$ cat config.mk
export PLATFORM = sky130hd
export DESIGN_NAME = led_matrix_glyph_scroller_core
export DESIGN_NICKNAME = d
export VERILOG_FILES = /design/src/hw/rtl/lmgs_pkg.sv /design/src/hw/rtl/lmgs_seq.sv /design/src/hw/rtl/lmgs_shift.sv /design/src/hw/rtl/led_matrix_glyph_scroller_core.sv
export VERILOG_INCLUDE_DIRS = /design/src /design/src/hw/rtl
export SDC_FILE = /design/constraint.sdc
export NUM_CORES = 1
export LEC_CHECK = 0
export BUFFER_PORTS_ARGS = -buffer_cell sky130_fd_sc_hd__buf_2
export CAP_MARGIN = 25
export CORE_UTILIZATION = 45
export DETAILED_ROUTE_END_ITERATION = 8
export MAX_ROUTING_LAYER = met4
export PLACE_DENSITY = 0.72
export SETUP_SLACK_MARGIN = 0.2
export SLEW_MARGIN = 20
export SYNTH_ARGS = -nofsm -noshare
export SYNTH_HDL_FRONTEND = slang
export SYNTH_SLANG_ARGS = --single-unit
export TNS_END_PERCENT = 5
$ cat constraint.sdc
create_clock -name clock -period 11.5 [get_ports clock]
set_clock_uncertainty 0.2 [all_clocks]
set_input_delay 1.15 -clock clock [delete_from_list [all_inputs] [get_ports clock]]
set_output_delay 1.15 -clock clock [all_outputs]
set_load 0.01 [all_outputs]
$ cat src/hw/rtl/led_matrix_glyph_scroller_core_defines.svh
// Assertion macros shared by the glyph scroller RTL.
`ifndef LED_MATRIX_GLYPH_SCROLLER_CORE_DEFINES_SVH
`define LED_MATRIX_GLYPH_SCROLLER_CORE_DEFINES_SVH
`ifndef SYNTH
`define LMGS_ASSERT_IMP(name, clk, rst, ante, cons, msg) \
   name: assert property (@(posedge clk) disable iff (rst) (ante) |-> (cons)) else $error(msg);
`define LMGS_ASSERT_NXT(name, clk, rst, ante, cons, msg) \
   name: assert property (@(posedge clk) disable iff (rst) (ante) |=> (cons)) else $error(msg);
`else
`define LMGS_ASSERT_IMP(name, clk, rst, ante, cons, msg)
`define LMGS_ASSERT_NXT(name, clk, rst, ante, cons, msg)
`endif
`endif

$ cat src/hw/rtl/lmgs_pkg.sv
// Types and constants shared by the glyph scroller modules.
package lmgs_pkg;

   localparam int GLYPH_ROWS       = 8;
   localparam int GLYPH_BITS       = 8;
   localparam int OUT_BITS         = 32;
   localparam int SEGMENTS_DEFAULT = 4;
   localparam logic [3:0] EMPTY_WIDTH = 4'd5;

   typedef struct packed {
      logic [GLYPH_BITS-1:0] glyph_row_0;
      logic [GLYPH_BITS-1:0] glyph_row_1;
      logic [GLYPH_BITS-1:0] glyph_row_2;
      logic [GLYPH_BITS-1:0] glyph_row_3;
      logic [GLYPH_BITS-1:0] glyph_row_4;
      logic [GLYPH_BITS-1:0] glyph_row_5;
      logic [GLYPH_BITS-1:0] glyph_row_6;
      logic [GLYPH_BITS-1:0] glyph_row_7;
   } req_type;

   typedef struct packed {
      logic [OUT_BITS-1:0] frame_row_0;
      logic [OUT_BITS-1:0] frame_row_1;
      logic [OUT_BITS-1:0] frame_row_2;
      logic [OUT_BITS-1:0] frame_row_3;
      logic [OUT_BITS-1:0] frame_row_4;
      logic [OUT_BITS-1:0] frame_row_5;
      logic [OUT_BITS-1:0] frame_row_6;
      logic [OUT_BITS-1:0] frame_row_7;
      logic                last_frame;
   } rsp_type;

   typedef enum logic {
      ST_IDLE,
      ST_RUN
   } state_type;

   typedef struct packed {
      logic       load;
      logic       step;
      logic       last;
      logic [2:0] sel;
   } ctl_type;

endpackage

$ cat src/hw/rtl/lmgs_seq.sv
// Sequencer: glyph width detection, column counter and output handshake.
module lmgs_seq import lmgs_pkg::*; (
   input  logic    clock,
   input  logic    reset,
   input  logic    req_valid,
   output logic    req_stall,
   input  req_type req_word,
   output logic    rsp_valid,
   input  logic    rsp_stall,
   output ctl_type ctl
);

   state_type  state_ff, state_in;
   logic [3:0] col_ff, col_in;
   logic [3:0] wid_ff, wid_in;
   logic       rsp_valid_ff, rsp_valid_in;
   logic [GLYPH_BITS-1:0] any_bits;
   logic [3:0] width;

   always_comb begin
      any_bits = req_word.glyph_row_0 | req_word.glyph_row_1 | req_word.glyph_row_2 |
                 req_word.glyph_row_3 | req_word.glyph_row_4 | req_word.glyph_row_5 |
                 req_word.glyph_row_6 | req_word.glyph_row_7;
      width = EMPTY_WIDTH;
      for (int i = 0; i < GLYPH_BITS; i++) begin
         if (any_bits[i]) begin
            width = 4'(i + 1);
         end
      end
   end

   always_ff @(posedge clock) begin
      if (reset) begin
         state_ff     <= ST_IDLE;
         col_ff       <= '0;
         wid_ff       <= '0;
         rsp_valid_ff <= 1'b0;
      end else begin
         state_ff     <= state_in;
         col_ff       <= col_in;
         wid_ff       <= wid_in;
         rsp_valid_ff <= rsp_valid_in;
      end
   end

   always_comb begin
      state_in = state_ff;
      col_in   = col_ff;
      wid_in   = wid_ff;
      ctl.load = 1'b0;
      ctl.step = 1'b0;
      ctl.last = (col_ff == wid_ff);
      ctl.sel  = 3'(width - 4'd1);
      unique case (state_ff)
         ST_IDLE: begin
            if (req_valid) begin
               ctl.load = 1'b1;
               col_in   = '0;
               wid_in   = width;
               state_in = ST_RUN;
            end
         end
         ST_RUN: begin
            if (!rsp_valid_ff || !rsp_stall) begin
               ctl.step = 1'b1;
               col_in   = col_ff + 4'd1;
               if (ctl.last) begin
                  state_in = ST_IDLE;
               end
            end
         end
         default: begin
            state_in = ST_IDLE;
         end
      endcase
      if (ctl.step) begin
         rsp_valid_in = 1'b1;
      end else if (!rsp_stall) begin
         rsp_valid_in = 1'b0;
      end else begin
         rsp_valid_in = rsp_valid_ff;
      end
   end

   assign req_stall = (state_ff != ST_IDLE);
   assign rsp_valid = rsp_valid_ff;

endmodule

$ cat src/hw/rtl/lmgs_shift.sv
// Shift datapath: glyph column extraction, frame store and output register.
module lmgs_shift import lmgs_pkg::*; #(
   parameter int SEGMENTS = SEGMENTS_DEFAULT
) (
   input  logic    clock,
   input  logic    reset,
   input  ctl_type ctl,
   input  req_type req_word,
   output rsp_type rsp_word
);

   localparam int FRAME_BITS = SEGMENTS * 8;

   logic [GLYPH_BITS-1:0] glyph_ff [GLYPH_ROWS];
   logic [GLYPH_BITS-1:0] glyph_in [GLYPH_ROWS];
   logic [GLYPH_BITS-1:0] rows     [GLYPH_ROWS];
   logic [2:0]            sel_ff;
   logic [FRAME_BITS-1:0] frame_ff [GLYPH_ROWS];
   logic [FRAME_BITS-1:0] frame_in [GLYPH_ROWS];
   logic [FRAME_BITS-1:0] lit      [GLYPH_ROWS];
   logic [OUT_BITS-1:0]   fit      [GLYPH_ROWS];
   rsp_type               rsp_ff, rsp_in;

   assign rows[0] = req_word.glyph_row_0;
   assign rows[1] = req_word.glyph_row_1;
   assign rows[2] = req_word.glyph_row_2;
   assign rows[3] = req_word.glyph_row_3;
   assign rows[4] = req_word.glyph_row_4;
   assign rows[5] = req_word.glyph_row_5;
   assign rows[6] = req_word.glyph_row_6;
   assign rows[7] = req_word.glyph_row_7;

   always_comb begin
      for (int r = 0; r < GLYPH_ROWS; r++) begin
         lit[r]      = frame_ff[r] | {{(FRAME_BITS-1){1'b0}}, glyph_ff[r][sel_ff]};
         frame_in[r] = {lit[r][FRAME_BITS-2:0], 1'b0};
         glyph_in[r] = {glyph_ff[r][GLYPH_BITS-2:0], 1'b0};
      end
   end

   for (genvar r = 0; r < GLYPH_ROWS; r++) begin : g_fit
      if (FRAME_BITS >= OUT_BITS) begin : g_trunc
         assign fit[r] = lit[r][OUT_BITS-1:0];
      end else begin : g_pad
         assign fit[r] = {{(OUT_BITS-FRAME_BITS){1'b0}}, lit[r]};
      end
   end

   always_comb begin
      rsp_in.frame_row_0 = fit[0];
      rsp_in.frame_row_1 = fit[1];
      rsp_in.frame_row_2 = fit[2];
      rsp_in.frame_row_3 = fit[3];
      rsp_in.frame_row_4 = fit[4];
      rsp_in.frame_row_5 = fit[5];
      rsp_in.frame_row_6 = fit[6];
      rsp_in.frame_row_7 = fit[7];
      rsp_in.last_frame  = ctl.last;
   end

   always_ff @(posedge clock) begin
      if (reset) begin
         for (int r = 0; r < GLYPH_ROWS; r++) begin
            frame_ff[r] <= '0;
         end
      end else if (ctl.step) begin
         for (int r = 0; r < GLYPH_ROWS; r++) begin
            frame_ff[r] <= frame_in[r];
         end
      end
   end

   always_ff @(posedge clock) begin
      if (ctl.load) begin
         sel_ff <= ctl.sel;
         for (int r = 0; r < GLYPH_ROWS; r++) begin
            glyph_ff[r] <= rows[r];
         end
      end else if (ctl.step) begin
         for (int r = 0; r < GLYPH_ROWS; r++) begin
            glyph_ff[r] <= glyph_in[r];
         end
      end
      if (ctl.step) begin
         rsp_ff <= rsp_in;
      end
   end

   assign rsp_word = rsp_ff;

endmodule

$ cat src/hw/rtl/led_matrix_glyph_scroller_core.sv
// Top level of the scrolling glyph marquee for an 8-row LED matrix.
//
// The req channel takes one 8x8 glyph per word; the rsp channel returns
// one frame word per scroll step, eight rows of the display plus a flag on
// the final frame of the glyph. A glyph of width w (highest lit column,
// five for a blank glyph) yields w + 1 frames, the last one a blank gap.
// An accepted glyph is loaded, then stepped once per frame by the single
// shared row shifter. The first frame is registered on the first scroll
// step that follows the load cycle.
// While a glyph is scrolling, req_stall is high; it drops on the cycle after
// the last frame is produced, even if that frame still waits in the output
// register. A stalled rsp word holds, and the shifter waits for it.
// Reset clears the frame store to all dark and empties the output register.
// The frame store is never cleared between glyphs, so text scrolls on.
module led_matrix_glyph_scroller_core import lmgs_pkg::*; #(
   parameter int SEGMENTS = SEGMENTS_DEFAULT
) (
   input  logic    clock,
   input  logic    reset,
   input  logic    req_valid,
   output logic    req_stall,
   input  req_type req_word,
   output logic    rsp_valid,
   input  logic    rsp_stall,
   output rsp_type rsp_word
);

`include "led_matrix_glyph_scroller_core_defines.svh"

   ctl_type ctl;

   lmgs_seq u_seq (
      .clock     (clock),
      .reset     (reset),
      .req_valid (req_valid),
      .req_stall (req_stall),
      .req_word  (req_word),
      .rsp_valid (rsp_valid),
      .rsp_stall (rsp_stall),
      .ctl       (ctl)
   );

   lmgs_shift #(
      .SEGMENTS (SEGMENTS)
   ) u_shift (
      .clock    (clock),
      .reset    (reset),
      .ctl      (ctl),
      .req_word (req_word),
      .rsp_word (rsp_word)
   );

   `LMGS_ASSERT_NXT(a_busy_after_accept, clock, reset, req_valid && !req_stall, req_stall, "accepted glyph did not make the block busy")
   `LMGS_ASSERT_NXT(a_step_gives_valid, clock, reset, ctl.step, rsp_valid && (rsp_word.last_frame == $past(ctl.last)), "produced frame not presented")
   `LMGS_ASSERT_NXT(a_last_frees_input, clock, reset, ctl.step && ctl.last, !req_stall, "block stayed busy after last frame")
   `LMGS_ASSERT_IMP(a_load_step_apart, clock, reset, ctl.load, !ctl.step && !req_stall, "load and step overlapped")

endmodule

# --- Word-level counts from Yosys, hierarchy flattened ---
# Memory sizes are Yosys's and may differ from the RTL's.
# Cells that the tools add are included.
word_totals:
  register_bits: 270
  mem_bits_rw: 312
  inputBits: 68
  output_inout_bits: 259
  wordCells: 121
  n_memories: 2
classes:
  n_addsub: 2
  order_cmp: 1
  n_eq_ne: 4
  muxes: 61
  bitwise_logic: 32
  reduce_logical: 5
memory_table:
  columns: ["memory", "depth", "word_bits", "read_ports", "rd_clocked_by_memory_dff", "wr", "line_no", "rtl"]
  rows:
  - ["u_shift.frame_ff", 8, 31, 8, 0, 8, "lmgs_shift.sv:18", "logic [FRAME_BITS-1:0] frame_ff [GLYPH_ROWS];"]
  - ["u_shift.glyph_ff", 8, 8, 8, 0, 8, "lmgs_shift.sv:14", "logic [GLYPH_BITS-1:0] glyph_ff [GLYPH_ROWS];"]
ops:
  columns: ["operator", "count"]
  rows:
  - ["32-bit by 1-bit bitwise OR with 32-bit output", 8]
  - ["31-bit 2-to-1 mux", 8]
  - ["8-bit 2-to-1 mux", 8]
  - ["8-bit bitwise OR", 7]
  - ["4-bit 2-to-1 mux", 9]
  - ["1-bit 2-to-1 mux", 25]
  - ["1-bit binary-select mux with 3-bit select", 8]
  - ["1-bit bitwise OR", 16]
  - ["4-bit one-hot mux with 2 select lines", 1]
  - ["4-bit by 1-bit adder with 4-bit output, second input constant", 1]
  - ["4-bit == test", 1]
  - ["3-bit by 4-bit < comparator with 1-bit output, second input constant", 1]
  - ["2-bit inequality test, second input constant", 2]
  - ["2-bit AND reduction", 2]
  - ["3-bit 2-to-1 mux", 1]
  - ["3-bit by 1-bit subtractor with 3-bit output, second input constant", 1]
  - ["1-bit zero test", 2]
  - ["2-bit by 1-bit inequality test with 1-bit output, second input constant", 1]
  - ["1-bit one-hot mux with 2 select lines", 1]
  - ["1-bit logical OR", 1]
  - ["1-bit inverter", 1]

# --- Logic depth before layout (Yosys ltp) ---
logic_depth:
  word_depth: 16
  depth_mapped: 8
  mapped_depth_nobuf: 8

# --- Hierarchy ---
# A second synthesis with hierarchy kept.
hier_totals:
  cells_unflattened: 1143
  area_unflattened_um2: 20933.8
by_module_without_submodules:
  columns: ["mod", "n_inst", "cells_each", "area_each_um2", "seq_area_each_um2"]
  rows:
  - ["lmgs_shift", 1, 1053, 20210.6, 17126.4]
  - ["lmgs_seq", 1, 90, 723.2, 200.2]

# --- Worst setup path after synthesis ---
# No wires, ideal clock.
synth_path:
  kind: "input to register"
  start: "input port rsp_stall"
  end: "memory u_shift.glyph_ff[2][0], in the netlist u_shift.glyph_ff[0][16]"
  setup_ps: 464
  t_arrival_ps: 9222
  required_ps: 10836
  setup_slack_ps: 1614
  stages: 6
  path_buffers: 2
  cell_sequence: "nand2_1 nand2_1 inv_1 buf_2 buf_1 o21ai_0"
synth_rtl:
  columns: ["item", "line_no", "rtl"]
  rows:
  - ["start: declaration", "led_matrix_glyph_scroller_core.sv:24", "input logic rsp_stall,"]
  - ["end: declaration", "lmgs_shift.sv:14", null]

==> flow_summary.toml <==
[logic_synthesis]
synth_area_um2 = 20800
syn-num-nets = 1171
avgSynthCellArea_um2 = 18.9
synth_cells = 1101
synth_cell_types = 39
synth_edf_count = 567
synthArstFlopShare = 0
seq_area_frac_synth = 0.834
ys_ff_latch = 582
ys_dominant_reg_cell = "edfxtp_1"
yosysWarningCount = 0

[place]
dp_slack_ns = 6.13
dp_cells = 1991
gp_congestion = 0.835
io_buffer_count = 326
dp.final_hpwl_um = 24400
place_area_um2 = 23000

[layout]
final_area_um2 = 25000
drive_gt1_frac = 0.295
post-route-util = 0.549
final_common_cell = "edfxtp_1"
nets = 1520
synthToLayoutAreaGrowth_pct = 20.3
layout_common_cells = "edfxtp_1 (567), buf_2 (326), and2_1 (184), nand2_1 (82), nor2b_1 (65)"
instances_no_fill = 2097

[power]
powerDensity_nw_per_um2 = 195
p_total_mw = 4.86
ir_worst_vdd_v = 0.000147
p_leak_nw = 9.60

[clock_tree]
cts_tree = "done"
cts_setup_buffers = 0
cts_hold_buf = 0
cts_sinks = 582
cts_made_buffers = 56
cts_buffer_depth = 3
clockRootBuffer = "clkbuf_16"
clock_latency_ns = 0.59
ctsResizeCount = 0
clkTransAtPathRegs_ns = 0.06
h-tree-depth = 2

[route]
antenna_left = 0
vias = 10400
dr.pass1.iters = 5
wl_per_cell_um = 18.6
drcViolationCount = 0
wirelength_um = 39100
first_iter_violations = 839
via_per_inst = 4.98

[grt]
grt_pass1_vias = 10200
overflow = 0
grt_pass1_wl_um = 59400
antenna_found_initial = 1
grt.total_usage = 0.170
grt_start_max_net_pins = 127

[timing]
hold_viol_final = 0
max_freq_mhz = 212
timing.final.crit_share = 0.411
timing.hold.ws_ns = 0.218
setup_tns_ns = 0
drv_slew = 0
relSlewSlack = 0.375
tightestPinTransition_ns = 0.937
setup_slack_ns = 6.77
period_minus_slack_ns = 4.73
final-setup-viol-count = 0
rsz0062_at_grt = "false"

[setup_path]
startpoint_type = "input port"
cp-startpoint = "rsp_stall"
critical_path_class = "input port to flop"
arrival_ns = 4.74
crit_path_end = "u_shift.frame_ff[0][73]"
critPathRequiredTime_ns = 11.52
crit-reg2reg-launch = "u_seq.req_stall"
crit_path_end_kind = "flop"
r2r-end = "u_shift.frame_ff[0][73]"
ff2ff_path_depth = 5
reg2reg_slack_ns = 7.07
crit_path_max_fanout = 102

[floorplanning]
initial_core_util = 0.457
ios = 327
rows = 78
die_h_um = 217
core-area_um2 = 45500
die_area_um2 = 47000
die_w_um = 217

[outcome]
status = "finished clean"

[hold_path]
hp-class = "flop to flop"

[run]
maxCapViolations = 0
[synth_stat cells (3+ instances only)]
library cell	count	share of area
a21oi_1	5	0.0012
nand4_1	3	0.00090
nor4_1	17	0.0051
nand2_1	83	0.015
nor2b_4	4	0.0027
o21ai_0	5	0.0012
nor2_1	5	0.00090
xor2_1	5	0.0021
mux2_4	4	0.0029
or2_2	3	0.00090
buf_2	3	0.00072
dfxtp_1	15	0.014
edfxtp_1	567	0.82
mux4_1	12	0.015
a22o_1	36	0.015
and2_1	184	0.055
nor3_1	4	0.00096
nand3_1	5	0.0012
mux2_2	4	0.0022
mux4_2	4	0.0043
nor2b_1	65	0.020
clkbuf_1	36	0.0065
inv_1	3	0.00054
buf_1	5	0.00090
nand2b_1	3	0.00090
[flip-flops by register name (all words and copies together) (netlist names)]
register / cells
u_seq.req_stall: 1
u_seq.col_ff: 4
u_seq.rsp_valid: 1
u_shift.glyph_ff: 64
u_shift.sel_ff: 3
u_seq.wid_ff: 4
u_shift.frame_ff: 248
u_shift.rsp_word: 257
[power breakdown]
part | switching (mW) | internal (mW)
logic | 0.207 | 0.115
registers | 0.0779 | 2.57
clock network | 0.764 | 1.13
total | 1.05 | 3.81
[critical path, stage by stage]
cell,delay (ns)
buf_2,0.11
nand2_1,0.06
nand2_1,0.37
inv_8,0.63
or2_4,0.87
buf_4,0.57
buf_4,0.72
[logic make-up (layout without fill, tap and decap cells)]
group / Yosys count / count (layout) / share of synthesized area
mux: 24 / 24 / 0.0246
flops: 582 / 582 / 0.834
simple gates: 382 / 382 / 0.106
fa+ha+maj: 2 / 2 / 0.00120
other cells: 0 / 1 / 0
compound gates: 54 / 54 / 0.0205
buf+inv: 52 / 447 / 0.0114
xor+xnor: 5 / 5 / 0.00211
[layout make-up]
class,count,area [um2]
Antenna cell,1,2.50
Clock inverter,33,437
Sequential cell,582,17300
Inverter,4,22.5
Clock buffer,71,1470
Timing Repair Buffer,339,1750
Fill cell,3557,20500
Tap cell,600,751
Multi-Input combinational cell,467,3210
[layer usage]
layer / routed length (um) / vias to the layer above / track usage
met5: 0 / - / -
met4: 944 / 0 / 0.0516
met3: 2380 / 66 / 0.0372
met2: 19000 / 346 / 0.265
met1: 16800 / 5188 / 0.225
li1: - / 4834 / -
[worst min path at each step]
stage                                        start                    end  slack [ns]  cells past startpoint
after floorplan           u_shift.frame_ff[0][154]  u_shift.rsp_word[128]        0.20                      0
after global placement    u_shift.frame_ff[0][123]  u_shift.rsp_word[160]        0.20                      0
after detailed placement  u_shift.frame_ff[0][185]   u_shift.rsp_word[96]        0.20                      0
after CTS                 u_shift.frame_ff[0][185]   u_shift.rsp_word[96]        0.22                      0
after global routing       u_shift.frame_ff[0][61]  u_shift.rsp_word[224]        0.22                      0
final                     u_shift.frame_ff[0][185]   u_shift.rsp_word[96]        0.22                      0
(Power assumes the default switching activity.)
